## src/rtl/sba_pkg.sv

```systemverilog
`timescale 1ns / 1ps
package sba_pkg;

    localparam int STRIDE = 64;
    localparam logic [6:0] LNIL = 7'h7F;

    typedef enum logic [1:0] {
        REQ_ALLOC = 2'd0,
        REQ_FREE  = 2'd1,
        REQ_RESET = 2'd2,
        REQ_NONE  = 2'd3
    } req_t;

    typedef enum logic [1:0] {
        ST_OK        = 2'd0,
        ST_NO_SLOT   = 2'd1,
        ST_INACTIVE  = 2'd2,
        ST_BAD_INDEX = 2'd3
    } status_t;

    localparam logic CFG_BUFS = 1'b0;
    localparam logic CFG_SIZE = 1'b1;

    typedef struct packed {
        logic [1:0] req_type;
        logic [9:0] buffer_handle;
    } req_item_t;

    typedef struct packed {
        logic [1:0]  status;
        logic [9:0]  granted_handle;
        logic [21:0] buffer_offset;
        logic        grew_slab;
        logic        released_slab;
    } rsp_item_t;

    // controller -> datapath
    typedef struct packed {
        logic start;      // latch request, decide
        logic chain_step; // write one link of a chain
        logic finish;     // commit the result
    } sba_cmd_t;

    // datapath -> controller
    typedef struct packed {
        logic need_chain; // request needs link chaining
        logic chain_done; // all chaining done
    } sba_sts_t;

endpackage

```

## src/rtl/sba_ctrl.sv

```systemverilog
`timescale 1ns / 1ps
module sba_ctrl (
    input  logic              aclk,
    input  logic              aresetn,
    input  logic              s_valid,
    output logic              s_ready,
    output logic              m_valid,
    input  logic              m_ready,
    output sba_pkg::sba_cmd_t cmd,
    input  sba_pkg::sba_sts_t sts
);
    typedef enum logic [2:0] {IDLE, READ, CHAIN, DONE, HOLD} state_t;
    state_t state_reg;
    logic   m_valid_reg;

    always_ff @(posedge aclk) begin
        if (!aresetn) begin
            state_reg   <= IDLE;
            m_valid_reg <= 1'b0;
        end else begin
            unique case (state_reg)
                IDLE: begin
                    if (s_valid) begin
                        state_reg <= READ;
                    end
                end
                READ: begin
                    state_reg <= sts.need_chain ? CHAIN : DONE;
                end
                CHAIN: begin
                    if (sts.chain_done) begin
                        state_reg <= DONE;
                    end
                end
                DONE: begin
                    m_valid_reg <= 1'b1;
                    state_reg   <= HOLD;
                end
                HOLD: begin
                    if (m_ready) begin
                        m_valid_reg <= 1'b0;
                        state_reg   <= IDLE;
                    end
                end
                default: state_reg <= IDLE;
            endcase
        end
    end

    assign s_ready        = (state_reg == IDLE);
    assign m_valid        = m_valid_reg;
    assign cmd.start      = (state_reg == IDLE) && s_valid;
    assign cmd.chain_step = (state_reg == CHAIN);
    assign cmd.finish     = (state_reg == DONE);
endmodule

```

## config.mk

```make
export PLATFORM = sky130hd
export DESIGN_NAME = sba_ctrl
export DESIGN_NICKNAME = d
export VERILOG_FILES = /design/src/rtl/sba_pkg.sv /design/src/rtl/sba_ctrl.sv
export SDC_FILE = /design/constraint.sdc
export NUM_CORES = 1
export LEC_CHECK = 0
export BUFFER_PORTS_ARGS = -buffer_cell sky130_fd_sc_hd__buf_2
export CAP_MARGIN = 20
export CORE_AREA = 2 2 39 41
export CTS_CLUSTER_SIZE = 25
export DETAILED_ROUTE_END_ITERATION = 7
export DIE_AREA = 0 0 41 43
export PLACE_DENSITY_LB_ADDON = 0.08
export RECOVER_POWER = 50
export REMOVE_ABC_BUFFERS = 1
export SKIP_LAST_GASP = 1
export SLEW_MARGIN = 20
export SYNTH_ARGS = -nofsm -noshare
export SYNTH_HDL_FRONTEND = slang
export SYNTH_SLANG_ARGS = --single-unit
export TNS_END_PERCENT = 5
```

## constraint.sdc

```tcl
create_clock -name aclk -period 2.5 [get_ports aclk]
set_input_delay 0.25 -clock aclk [delete_from_list [all_inputs] [get_ports aclk]]
set_output_delay 0.25 -clock aclk [all_outputs]
set_load 0.005 [all_outputs]
```

-- After elaboration in Yosys (flattened, before gate mapping)
Cells that the tools add are included.
- input port bits: 6
- logic and storage cells: 21
- bits in registers: 4
- equality and inequality tests: 7
- reductions and logical operators: 5
- muxes and demuxes: 7
- operator list (kind ; number):
    3-bit one-hot mux with 5 select lines ; 1
    3-bit 2-to-1 mux ; 3
    3-bit by 2-bit equality test with 1-bit output (second input constant) ; 2
    2-bit != test (second input constant) ; 2
    3-bit by 1-bit equality test with 1-bit output (second input constant) ; 1
    3-bit equality test (second input constant) ; 1
    3-bit zero test ; 1
    3-bit AND reduction ; 1
    1-bit 2-to-1 mux ; 2
    2-bit by 1-bit != test with 1-bit output (second input constant) ; 1
    1-bit one-hot mux with 2 select lines ; 1
    2-bit AND reduction ; 1
    2-bit nonzero test ; 1
    1-bit logical AND ; 1

-- Logic depth before layout (Yosys ltp)
- word-level depth: 3
- depth in mapped cells: 4
- depth with buffers taken out: 3

-- Least setup slack after synthesis
OpenSTA, ideal clock, no wires.
- path type: register to output
- start: register state_reg[1]
- end: output cmd[2] in the netlist's numbering
- stages on the path, launching flop included: 4
- data required time: 2.250 ns
- data arrival time: 0.820 ns
- setup slack: 1.430 ns
- path buffers: 1
- cells stage by stage: dfxtp_1 > buf_6 > nor3_1 > and2_1
- RTL lines (what ; RTL line ; source):
    from (decl) ; sba_ctrl.sv:13 ; state_t state_reg;
    from (signal assigned) ; sba_ctrl.sv:28 ; state_reg <= sts.need_chain ? CHAIN : DONE;
    to (decl) ; sba_ctrl.sv:9 ; output sba_pkg::sba_cmd_t cmd,

==> metrics.yaml <==
power_and_ir_drop:
  switchingPower_w: 0.0000753
  combPwrFrac_pct: 27.2
  swShare_pct: 31.0
  p_int_w: 0.000168
  ir_worst_vdd_uv: 198
  power.total_w: 0.000243
  seq_power_share_pct: 40.5
  powerDensity_nw_per_um2: 831
  leakage_nw: 0.133
  p_clk_share_pct: 32.3
timing:
  period_share_pct: 55.0
  min_period_ns: 1.37
  worst_pin_slew_ns: 0.327
  fmax_mhz: 727
  finalClockSkew_ns: 0.00221
  fin_hold_ws_ns: 0.233
  rsz0062_at_grt: "false"
  finalSetupViolations: 0
  setup_tns_ns: 0
  hold_violations: 0
  relSlewSlack_pct: 78.2
  slew_violations: 0
yosys:
  ys_ff_latch: 4
  yosysTopAreaCell: "dfxtp_1"
  synth_warnings: 0
  synth_area_sq_um: 228
  synth.distinct_cells: 20
  syn_inst: 25
  async_reset_ff_share_pct: 0
  synth.most_common_cell: "dfxtp_1"
  yosysSeqAreaShare_pct: 35.2
  synthFlopType: "dfxtp_1"
  synth_area_leaders: "dfxtp_1 (35%), buf_6 (9.9%), a211oi_2 (5.5%)"
  yosys-top-cells-count: "dfxtp_1 (4), buf_6 (2), nor2_1 (2)"
  synth-edff-count: 0
  yosysTopAreaCellShare_pct: 35.2
  syn_area_per_cell_sq_um: 9.11
grt:
  overflow: 0
  grt_pass1_wl_microns: 841
  grt_use_total_pct: 7.73
  grt_max_degree: 11
  grt_pass1_vias: 205
  antenna_found_initial: 0
layout:
  regArea_sq_um: 80.1
  n_fill_cell: 159
  design_area_sq_um: 293
  multi_input_area_sq_um: 116
  largest_reg_flops: 3
  diodes: 0
  finalNetCount: 44
  syn_to_final_growth_pct: 28.6
  final_util_pct: 21.2
  drive_gt1_share_pct: 44.4
drt:
  dr_wl_met2_microns: 217
  num_vias: 203
  drtIter0Drc: 2
  wirelength_microns: 506
  routedLengthMet1_microns: 238
  first_pass_iters: 2
  viasPerCell: 3.90
  met3_length_microns: 46
  wire_per_inst_microns: 9.73
  drcViolationCount: 0
  antenna_left: 0
  highest_layer: "met4"
cts:
  cts-root-buf: "clkbuf_4"
  clk_latency_ns: 0.23
  clk_path_buf_depth: 2
  cts.clk_slew.worst_paths_ns: 0.04
  numCtsBuffers: 3
  cts_tree: "yes"
  cts_resized: 0
  cts_hold_buf: 0
  htreeDepth: 1
  clock-sinks: 4
  cts_setup_buffers: 0
die:
  num_rows: 14
  die_y_microns: 43
  die_width_microns: 41
  core_area_sq_um: 1380
  top_level_ports: 11
  start_util_pct: 16.5
  design.die.area_sq_um: 1760
critical_path:
  timing_worst_setup_path_type: "register to primary output"
  cp.required_ns: 2.25
  cp-start-kind: "register"
  cp-end-kind: "primary output"
  r2r_slack_ns: 1.46
  arrival_ns: 1.12
  cp_max_fo: 9
placement:
  portBuffers: 10
  hpwl_microns: 374
  postPlaceCellArea_sq_um: 275
  routabilityCongestion: 0.696
flow_run:
  maxCapViolations: 0
worst_hold_path:
  hold_class: "input pin to register"
status:
  status: "finished, final reports clean"
-- cell usage in the layout, fill, tap and decap left out, types with 2 or more instances in the layout --
master / n
buf_2: 10
clkbuf_4: 3
dfxtp_1: 4
nor2_1: 2
-- through the flow --
stage | setup slack, ns | cells
2_1_floorplan | 1.45 | 23
3_3_place_gp | 1.37 | 49
3_5_place_dp | 1.35 | 49
4_1_cts | 1.10 | 52
5_1_grt | 0.994 | 52
6_report | 1.13 | 52
-- metal layers --
layer,vias up,track usage [%]
met1,83,8.04
met4,0,8.00
met2,8,9.69
met3,2,4.71
met5,-,0
li1,110,-
-- kinds of logic (layout without fill, tap and decap cells) --
| kind of cell | Yosys count | count (layout) | share of synthesized area [%] |
|---|---|---|---|
| flip-flops | 4 | 4 | 35.2 |
| AO/OA/AOI/OAI | 5 | 5 | 17.0 |
| XOR/XNOR | 1 | 1 | 3.85 |
| buffers and inverters | 3 | 14 | 11.5 |
| AND/OR/NAND/NOR | 12 | 12 | 32.4 |
-- path summary, 6_finish.rpt --
kind,from,endpoint,cells past startpoint
worst max-delay path,state_reg[1]$_SDFFE_PN0P_,cmd[2],3
worst min-delay path,m_ready,m_valid$_SDFFE_PN0P_,2
worst max register to register,state_reg[0]$_SDFFE_PN0P_,state_reg[0]$_SDFFE_PN0P_,3
worst min register to register,m_valid$_SDFFE_PN0P_,m_valid$_SDFFE_PN0P_,2
-- power by group through the flow --
stage,sequential [W],combinational [W],clock (W)
after detailed placement,0.000101,0.0000696,0
after CTS,0.000100,0.0000701,0.0000838
final,0.0000985,0.0000661,0.0000786
after global routing,0.000102,0.0000759,0.0000877
after floorplan,0.0000943,0.0000448,0
after global placement,0.000101,0.0000685,0
-- cell type report --
cell class | instances | area share, %
clock buffers | 3 | 7.69
inverters | 1 | 1.28
multi-input cells | 18 | 39.7
flip-flops and latches | 4 | 27.4
well taps | 16 | 6.84
repair buffers | 10 | 17.1
-- critical path, stage by stage (launching register included) --
cell and delay [ns]:
dfxtp_1 0.39, nor3_1 0.25, and2_1 0.15, buf_2 0.10
No activity file was read; power rests on OpenSTA's default activity.
